File: src/rtl/pffca_ram.sv
// Generic single-port RAM with registered read.
module pffca_ram #(
	parameter int WIDTH = 8,
	parameter int DEPTH = 16
) (
	input  logic                     clk,
	input  logic                     we,
	input  logic [$clog2(DEPTH)-1:0] addr,
	input  logic [WIDTH-1:0]         wdata,
	output logic [WIDTH-1:0]         rdata
);

	logic [WIDTH-1:0] mem [DEPTH];

	always_ff @(posedge clk) begin
		if (we) begin
			mem[addr] <= wdata;
		end
		rdata <= mem[addr];
	end

endmodule

File: config.mk
export PLATFORM = sky130hd
export DESIGN_NAME = pffca_ram
export DESIGN_NICKNAME = d
export VERILOG_FILES = /design/src/rtl/pffca_ram.sv
export SDC_FILE = /design/constraint.sdc
export NUM_CORES = 1
export LEC_CHECK = 0
export BUFFER_PORTS_ARGS = -buffer_cell sky130_fd_sc_hd__buf_4
export CAP_MARGIN = 20
export CORE_MARGIN = 4
export CORE_UTILIZATION = 40
export DETAILED_ROUTE_END_ITERATION = 6
export GPL_ROUTABILITY_DRIVEN = 0
export PLACE_DENSITY = 0.63
export SLEW_MARGIN = 20
export SYNTH_ARGS = -nofsm -noshare
export SYNTH_HDL_FRONTEND = slang
export SYNTH_SLANG_ARGS = --single-unit
File: constraint.sdc
create_clock -name clk -period 3.44 [get_ports clk]
set_input_delay 0.688 -clock clk [delete_from_list [all_inputs] [get_ports clk]]
set_output_delay 0.688 -clock clk [all_outputs]
set_load 0.01 [all_outputs]
==> results.sh, run 1 <==
export IMPL_ys_seq_area_share_pct=79.0
export IMPL_cts_made_buffers=17
export IMPL_dr_total_vias=2286
export IMPL_nFillCells=1003
export IMPL_htree_levels=4
export IMPL_synthFlopType="edfxtp_1"
export IMPL_critPathTopFamily="simple AND/OR/NAND/NOR gates"
export IMPL_maxSlewViolCount=0
export IMPL_ant_nets=0
export IMPL_cts_sinks=136
export IMPL_first_global_vias=2413
export IMPL_ys_top_cells_by_area="edfxtp_1 76%, mux4_2 14%, dfxtp_1 3.2%"
export IMPL_hpwlAfterDp_um=6110
export IMPL_p_per_area_nw_per_um2=626
export IMPL_pin_count=22
export IMPL_synth_warnings=0
export IMPL_nets=277
export IMPL_holdBufCountCts=0
export IMPL_grt_use_total_pct=14.3
export IMPL_synth_seq_cells=136
export IMPL_syn_nets=244
export IMPL_dieArea_um2=14500
export IMPL_crit_path_start="addr[0]"
export IMPL_peakVddDrop_mv=0.343
export IMPL_fin_crit_ns=2.10
export IMPL_cap_violations=0
export IMPL_worstSetupPathType="in2reg"
export IMPL_viasPerCell=5.15
export IMPL_arrival_ns=2.13
export IMPL_ff2ff_path_depth=3
export IMPL_r2r_end="rdata[0]"
export IMPL_crit_path_end_kind="register"
export IMPL_finalCritPeriodShare_pct=61.0
export IMPL_rsz0062_at_grt="false"
export IMPL_slew_headroom_pct=45.9
export IMPL_fin_util_pct=48.9
export IMPL_synth_top_cell_area_share_pct=75.9
export IMPL_hold_violations=0
export IMPL_cp_cell_sequence="buf_4, nand2_1, nor2_1"
export IMPL_postSynthAreaPerCell_um2=22.0
export IMPL_die_w_um=121
export IMPL_area_growth_pct=17.8
export IMPL_yosysUniqueCellTypes=18
export IMPL_clk_latency_ns=0.41
export IMPL_die_h_um=121
export IMPL_synth_async_reset_ratio_pct=0
export IMPL_initial_core_util_pct=41.5
export IMPL_hold_path_class="in2reg"
export IMPL_fin_tns_setup_ns=0
export IMPL_netlist_area_um2=5070
export IMPL_fmax_mhz=476
export IMPL_grt_max_degree=40
export IMPL_synthTopCellsByCount="128 x edfxtp_1, 32 x mux4_2, 16 x a22oi_1, 13 x nor2_1, 9 x nand2_1"
export IMPL_n_antenna_cell=0
export IMPL_overflow=0
export IMPL_wl_um=9690
export IMPL_leakage_uw=0.00191
export IMPL_cp_start_kind="primary input"
export IMPL_wl_per_cell_um=21.8
export IMPL_cts_tree="built"
export IMPL_core_um2=12200
export IMPL_critical_path_max_stage_delay_ns=0.64
export IMPL_synth_edff_count=128
export IMPL_drcViolationCount=0
export IMPL_rows=40
export IMPL_antenna_found_initial=0
export IMPL_tightest_slew_ns=0.808
export IMPL_crit_slowest_cell="nor2_1"
export IMPL_cts_resized=0
export IMPL_outcome="finished clean"
export IMPL_drtIter0Drc=166
export IMPL_regToRegSetupSlack_ns=2.02
export IMPL_clockRootBuffer="clkbuf_16"
export IMPL_clockBufferDepth=2
export IMPL_crit_cells=3
export IMPL_grt_pass1_wl_um=14700
export IMPL_cts_setup_buffers=0
export IMPL_r2r_start="mem[3][0]"
export IMPL_io_buffer_count=21
export IMPL_total_power_uw=3740
export IMPL_yosysMostFrequentCell="edfxtp_1"
export IMPL_crit_path_end="mem[7][2]"
export IMPL_worst_path_buf_inv=1
export IMPL_skew_ns=0.00465
export IMPL_dr_pass1_iters=4
export IMPL_synth_top_area_cell="edfxtp_1"
export IMPL_cp_required_ns=3.47
export IMPL_syn_inst=230
export IMPL_path_clk_slew_ns=0.06
export IMPL_report_final_setup_viol=0
export IMPL_drive_above_1_share_pct=31.5
export IMPL_cp_max_fo=39
[routing by layer]
layer  GRT usage [%]  vias up  part of all wire [%]  wire [um]
met2            22.9       59                    52       4990
met4            4.67        0                   1.3        128
met3            3.79       11                   4.7        453
met5               0        -                     0          0
li1                -     1028                     -          -
met1            19.2     1188                    42       4110
[cell families after synthesis]
group,synth area share (%)
AO/OA/AOI/OAI,2.37
buffers and inverters,1.19
flip-flops,79.0
multiplexers,14.2
AND/OR/NAND/NOR,3.21
[report_power, final]
group | internal, uW | switching [uW]
Clock | 1050 | 643
Sequential | 1850 | 10.3
Combinational | 76.8 | 103
[how the worst min path moves through the flow]
| stage | startpoint | slack [ns] | to | cells past startpoint |
|---|---|---|---|---|
| 6_report | wdata[5] | 0.61 | mem[7][5] | 1 |
| 3_3_place_gp | mem[14][2] | 0.66 | rdata[2] | 3 |
| 5_1_grt | wdata[5] | 0.62 | mem[2][5] | 1 |
| 4_1_cts | wdata[5] | 0.61 | mem[2][5] | 1 |
| 3_5_place_dp | mem[14][2] | 0.68 | rdata[2] | 3 |
| 2_1_floorplan | mem[14][0] | 0.63 | rdata[0] | 3 |
[sequential cells by signal (all words and copies together), names as in the netlist]
| register | count |
|---|---|
| mem | 128 |
| rdata | 8 |
[cell type report]
class	count	area (um^2)	share of cell area, %
clock inverters	15	136	2.29
multi-input cells	83	1000	16.8
repair buffers	25	188	3.15
well taps	168	210	3.52
flip-flops and latches	136	4000	67.1
clock buffers	17	425	7.13
[layout by cell type, fill, tap and decap left out, drive strengths merged]
cell type  count
nand3          1
and2           1
clkbuf        17
mux4          32
nor2b          2
nor3           4
nand3b         2
edfxtp       128
bufinv         2
or3b           1
nand2          9
clkinv         7
nor2          13
a22oi         16
clkinvlp       6
nand2b         2
buf           25
dfxtp          8
[metrics by stage]
stage / instance area, um^2 / cells / setup slack [ns] / hold WS [ns]
6_report: 5970 / 444 / 1.34 / 0.610
5_1_grt: 5970 / 444 / 1.17 / 0.618
4_1_cts: 5970 / 444 / 1.27 / 0.607
3_5_place_dp: 5410 / 412 / 0.831 / 0.676
3_3_place_gp: 5410 / 412 / 0.896 / 0.664
2_1_floorplan: 5070 / 230 / 1.26 / 0.635
Power figures use the tool's default switching activity.
==> inputs of run 2 (changes only) <==
--- a/config.mk
+++ b/config.mk
@@ -11,7 +11,7 @@
 export CORE_UTILIZATION = 40
 export DETAILED_ROUTE_END_ITERATION = 6
 export GPL_ROUTABILITY_DRIVEN = 0
-export PLACE_DENSITY = 0.63
+export PLACE_DENSITY = 0.65
 export SLEW_MARGIN = 20
 export SYNTH_ARGS = -nofsm -noshare
 export SYNTH_HDL_FRONTEND = slang
==> constraint.sdc (replaced) <==
create_clock -name clk -period 1.8 [get_ports clk]
set_input_delay 0.36 -clock clk [delete_from_list [all_inputs] [get_ports clk]]
set_output_delay 0.36 -clock clk [all_outputs]
set_load 0.01 [all_outputs]
==> run 2 against run 1 <==
Net effect: final cell count increased by 7.0%; clock skew is 0.0016 ns higher; critical endpoint is now rdata[7]; first-iteration DRC count up 56%; core utilization increased by 2.2 points; critical path depth is 3 higher; largest power group unchanged; setup slack worse by 0.98 ns.
==> results.sh, run 2 (same netlist as run 1, synthesis figures left out) <==
export IMPL_top_register="mem"
export IMPL_total_power_uw=7250
export IMPL_clockBufferDepth=2
export IMPL_path_clk_slew_ns=0.06
export IMPL_nFillCells=981
export IMPL_n_antenna_cell=0
export IMPL_htree_levels=4
export IMPL_die_h_um=121
export IMPL_critPathTopFamily="multiplexers"
export IMPL_path_common_cell="buf_4"
export IMPL_skew_ns=0.00623
export IMPL_core_um2=12200
export IMPL_grt_max_degree=17
export IMPL_hpwlAfterDp_um=6410
export IMPL_fin_crit_ns=1.44
export IMPL_slew_headroom_pct=48.1
export IMPL_report_final_setup_viol=0
export IMPL_rsz0062_at_grt="false"
export IMPL_worstSetupPathType="in2reg"
export IMPL_min_delay_start="wdata[0]"
export IMPL_whs_path_depth=1
export IMPL_regToRegSetupSlack_ns=0.47
export IMPL_placed_area_um2=5660
export IMPL_overflow=0
export IMPL_dr_pass1_iters=4
export IMPL_pin_count=22
export IMPL_finalCritPeriodShare_pct=79.8
export IMPL_first_global_vias=2585
export IMPL_r2r_start="mem[3][6]"
export IMPL_r2r_end="rdata[6]"
export IMPL_cts_tree="built"
export IMPL_viasPerCell=5.01
export IMPL_ant_nets=0
export IMPL_maxSlewViolCount=0
export IMPL_peakVddDrop_mv=0.661
export IMPL_largest_register_ffs=128
export IMPL_cp_max_fo=13
export IMPL_fin_util_pct=51.0
export IMPL_mostFrequentLayoutCells="128 x edfxtp_1, 55 x buf_4, 32 x mux4_2, 17 x clkbuf_16, 16 x a22oi_1"
export IMPL_wl_um=9330
export IMPL_cts_setup_buffers=0
export IMPL_clk_latency_ns=0.41
export IMPL_stdcell_area_um2=6230
export IMPL_cap_violations=0
export IMPL_grt_use_total_pct=14.3
export IMPL_cp_start_kind="primary input"
export IMPL_crit_path_end_kind="register"
export IMPL_drive_above_1_share_pct=38.4
export IMPL_reg_top3="mem: 128 flops, rdata: 8 flops"
export IMPL_grt_pass1_wl_um=15000
export IMPL_area_growth_pct=23.0
export IMPL_ff2ff_path_depth=3
export IMPL_drtIter0Drc=259
export IMPL_arrival_ns=1.73
export IMPL_hold_end="mem[10][0]"
export IMPL_fmax_mhz=697
export IMPL_leakage_uw=0.00210
export IMPL_cts_resized=0
export IMPL_antenna_found_initial=0
export IMPL_cts_made_buffers=17
export IMPL_hold_path_class="in2reg"
export IMPL_mostFrequentLayoutCell="edfxtp_1"
export IMPL_dieArea_um2=14500
export IMPL_critical_path_max_stage_delay_ns=0.52
export IMPL_die_w_um=121
export IMPL_nets=308
export IMPL_cp_required_ns=2.09
export IMPL_outcome="finished clean"
export IMPL_clockRootBuffer="clkbuf_16"
export IMPL_dr_total_vias=2382
export IMPL_hold_violations=0
export IMPL_rows=40
export IMPL_io_buffer_count=21
export IMPL_wl_per_cell_um=19.6
export IMPL_cts_sinks=136
export IMPL_cp_cell_sequence="buf_4, buf_12, buf_4, mux4_2, a22oi_1, nand2_1"
export IMPL_drcViolationCount=0
export IMPL_initial_core_util_pct=41.5
export IMPL_worst_path_buf_inv=3
export IMPL_crit_slowest_cell="mux4_2"
export IMPL_tightest_slew_ns=0.776
export IMPL_holdBufCountCts=0
export IMPL_p_per_area_nw_per_um2=1160
==> run 2: cell count changes in the layout (fill, tap and decap cells not counted), sizes merged <==
cell | before | now
buf | 25 | 56
clkinvlp | 6 | 1
clkbuf | 17 | 24
clkinv | 7 | 5
==> run 2: power by group <==
group          internal, uW  switching (uW)
sequential             3540            21.7
clock                  2140            1180
combinational           178             194
total                  5860            1390
==> run 2: routing by layer <==
metal / GRT usage, % / share of wire, %
met1: 17.9 / 42
met2: 24.0 / 53
met3: 3.84 / 3.5
met4: 5.10 / 1.4
met5: 0 / 0
==> run 2: metrics by stage <==
step,std cells,setup slack (ns),hold slack [ns],TNS [ns]
floorplan,230,0.00189,0.459,0
global placement,443,-0.0155,0.664,-0.0268
detailed placement,443,-0.0357,0.677,-0.0528
CTS,475,0.385,0.255,0
global route,475,0.297,0.275,0
finish,475,0.364,0.266,0
==> run 2: worst max-delay path by stage <==
stage                     startpoint          to  slack, ns  cells after the start
after global routing         addr[0]    rdata[7]       0.30                      6
final                        addr[0]    rdata[7]       0.36                      6
after CTS                    addr[0]    rdata[7]       0.38                      6
after global placement       addr[0]    rdata[7]      -0.02                      6
after floorplan              addr[1]  mem[12][0]      0.002                      3
after detailed placement     addr[0]    rdata[7]      -0.04                      6
==> run 2: area by class of cell <==
cell class	instances	area, um^2	area share, %
clock buffer	24	482	7.73
clock inverter	8	96.3	1.55
multi-input combinational	83	1010	16.2
sequential	136	4000	64.2
tap	168	210	3.37
timing repair buffer	56	433	6.94
==> inputs of run 3 (changes only) <==
--- a/config.mk
+++ b/config.mk
@@ -11,7 +11,7 @@
 export CORE_UTILIZATION = 40
 export DETAILED_ROUTE_END_ITERATION = 6
 export GPL_ROUTABILITY_DRIVEN = 0
-export PLACE_DENSITY = 0.65
+export PLACE_DENSITY = 0.63
 export SLEW_MARGIN = 20
 export SYNTH_ARGS = -nofsm -noshare
 export SYNTH_HDL_FRONTEND = slang
==> constraint.sdc (replaced) <==
create_clock -name clk -period 1.5 [get_ports clk]
set_input_delay 0.3 -clock clk [delete_from_list [all_inputs] [get_ports clk]]
set_output_delay 0.3 -clock clk [all_outputs]
set_load 0.01 [all_outputs]
==> run 3 against run 2 <==
Net effect: non-clock buffer count fell by 7; setup slack worse by 0.24 ns; combinational power grew 30%; count of clock-buffer cells in the layout decreased by 4; sequential share of layout area decreased by 0.84 points; critical endpoint is now rdata[1]; largest power group unchanged.
==> results.sh, run 3 (same netlist as run 1, synthesis figures left out) <==
export IMPL_rows=40
export IMPL_mostFrequentLayoutCell="edfxtp_1"
export IMPL_dr_pass1_iters=4
export IMPL_switching_share_pct=20.0
export IMPL_cp_start_kind="register"
export IMPL_holdBufCountCts=0
export IMPL_p_per_area_nw_per_um2=1360
export IMPL_fmax_mhz=728
export IMPL_pwr_share_seq_pct=49.8
export IMPL_die_w_um=121
export IMPL_internal_power_uw=6870
export IMPL_dr_total_vias=2406
export IMPL_worstSetupPathType="reg2reg"
export IMPL_die_h_um=121
export IMPL_htree_levels=4
export IMPL_nets=301
export IMPL_highest_layer="met4"
export IMPL_clk_latency_ns=0.41
export IMPL_antenna_found_initial=0
export IMPL_drtIter0Drc=154
export IMPL_n_antenna_cell=0
export IMPL_wl_met2_um=4790
export IMPL_cp_max_fo=1
export IMPL_power_switching_uw=1710
export IMPL_overflow=0
export IMPL_finalCritPeriodShare_pct=91.5
export IMPL_combPwrFrac_pct=5.6
export IMPL_clockRootBuffer="clkbuf_16"
export IMPL_ant_nets=0
export IMPL_dieArea_um2=14500
export IMPL_cap_violations=0
export IMPL_wl_per_cell_um=21.8
export IMPL_total_power_uw=8590
export IMPL_critical_path_max_stage_delay_ns=0.54
export IMPL_cp_cell_sequence="mux4_2, a22oi_1, nand2_1"
export IMPL_dp_cells=436
export IMPL_stdcell_area_um2=6320
export IMPL_cts_tree="built"
export IMPL_area_growth_pct=24.6
export IMPL_peakVddDrop_mv=0.817
export IMPL_hold_violations=0
export IMPL_cts_made_buffers=17
export IMPL_report_final_setup_viol=0
export IMPL_slew_headroom_pct=45.5
export IMPL_arrival_ns=1.67
export IMPL_drcViolationCount=0
export IMPL_grt_pass1_wl_um=15600
export IMPL_hold_path_class="in2reg"
export IMPL_cts_setup_buffers=0
export IMPL_placed_area_um2=5770
export IMPL_ff2ff_path_depth=3
export IMPL_finalNonFillerCells=468
export IMPL_clockBufferDepth=2
export IMPL_hpwlAfterDp_um=6670
export IMPL_reg_top3="mem: 128 flops, rdata: 8 flops"
export IMPL_mostFrequentLayoutCells="128 x edfxtp_1, 39 x buf_4, 32 x mux4_2, 17 x clkbuf_16, 16 x a22oi_1"
export IMPL_first_global_vias=2513
export IMPL_skew_ns=0.00733
export IMPL_cts_sinks=136
export IMPL_initial_core_util_pct=41.5
export IMPL_top_register="mem"
export IMPL_cts_resized=0
export IMPL_fin_crit_ns=1.37
export IMPL_crit_slowest_cell="mux4_2"
export IMPL_grt_use_total_pct=15.3
export IMPL_grt_max_degree=22
export IMPL_path_clk_slew_ns=0.05
export IMPL_viasPerCell=5.14
export IMPL_drive_above_1_share_pct=40.3
export IMPL_largest_register_ffs=128
export IMPL_wl_um=10200
export IMPL_leakage_uw=0.00208
export IMPL_tightest_slew_ns=0.816
export IMPL_maxSlewViolCount=0
export IMPL_whs_path_depth=1
export IMPL_io_buffer_count=21
export IMPL_outcome="finished clean"
export IMPL_power_frac_clock_pct=44.6
export IMPL_crit_path_end_kind="register"
export IMPL_cp_required_ns=1.79
export IMPL_m1WireLength_um=4670
export IMPL_wl_met3_um=647
export IMPL_core_um2=12200
export IMPL_pin_count=22
export IMPL_rsz0062_at_grt="false"
## run 3: worst max-delay path, delay by kind of cell (launching register included)
family	cells	cell delay [ns]
DFF	1	0.35
and+or+nand+nor	1	0.09
muxes	1	0.54
AOI/OAI and AO/OA	1	0.28
## run 3: routing by layer
| metal | up-vias | global-route usage [%] |
|---|---|---|
| li1 | 1085 | - |
| met2 | 68 | 21.7 |
| met3 | 8 | 4.49 |
| met1 | 1245 | 22.7 |
| met5 | - | 0 |
| met4 | 0 | 5.52 |
## run 3: through the flow
stage	hold slack [ns]	setup slack, ns	TNS, ns	utilization, %
detailed placement	0.634	-0.234	-4.85	47.3
global placement	0.621	-0.217	-4.13	47.3
global route	0.226	0.0865	0	51.7
CTS	0.202	0.0981	0	51.7
finish	0.218	0.127	0	51.7
floorplan	0.399	-0.0782	-2.75	-
## run 3: area by class of cell
cell class	count	area [um^2]
Multi-Input combinational cell	83	1060
Tap cell	168	210
Clock buffer	20	437
Sequential cell	136	4000
Fill cell	996	5900
Clock inverter	12	109
Timing Repair Buffer	49	493
## run 3: power by group through the flow
stage	sequential, uW	combinational [uW]	clock, uW
2_1_floorplan	4360	231	0
4_1_cts	4280	492	3900
6_report	4280	483	3830
3_3_place_gp	4350	486	0
3_5_place_dp	4350	491	0
5_1_grt	4280	523	4070
## run 3: worst paths after layout
check / startpoint / end / slack [ns]
setup reg to reg: mem[7][1] / rdata[1] / 0.13
hold reg to reg: mem[10][2] / rdata[2] / 0.69
hold / removal: wdata[4] / mem[14][4] / 0.22
setup / recovery: mem[7][1] / rdata[1] / 0.13
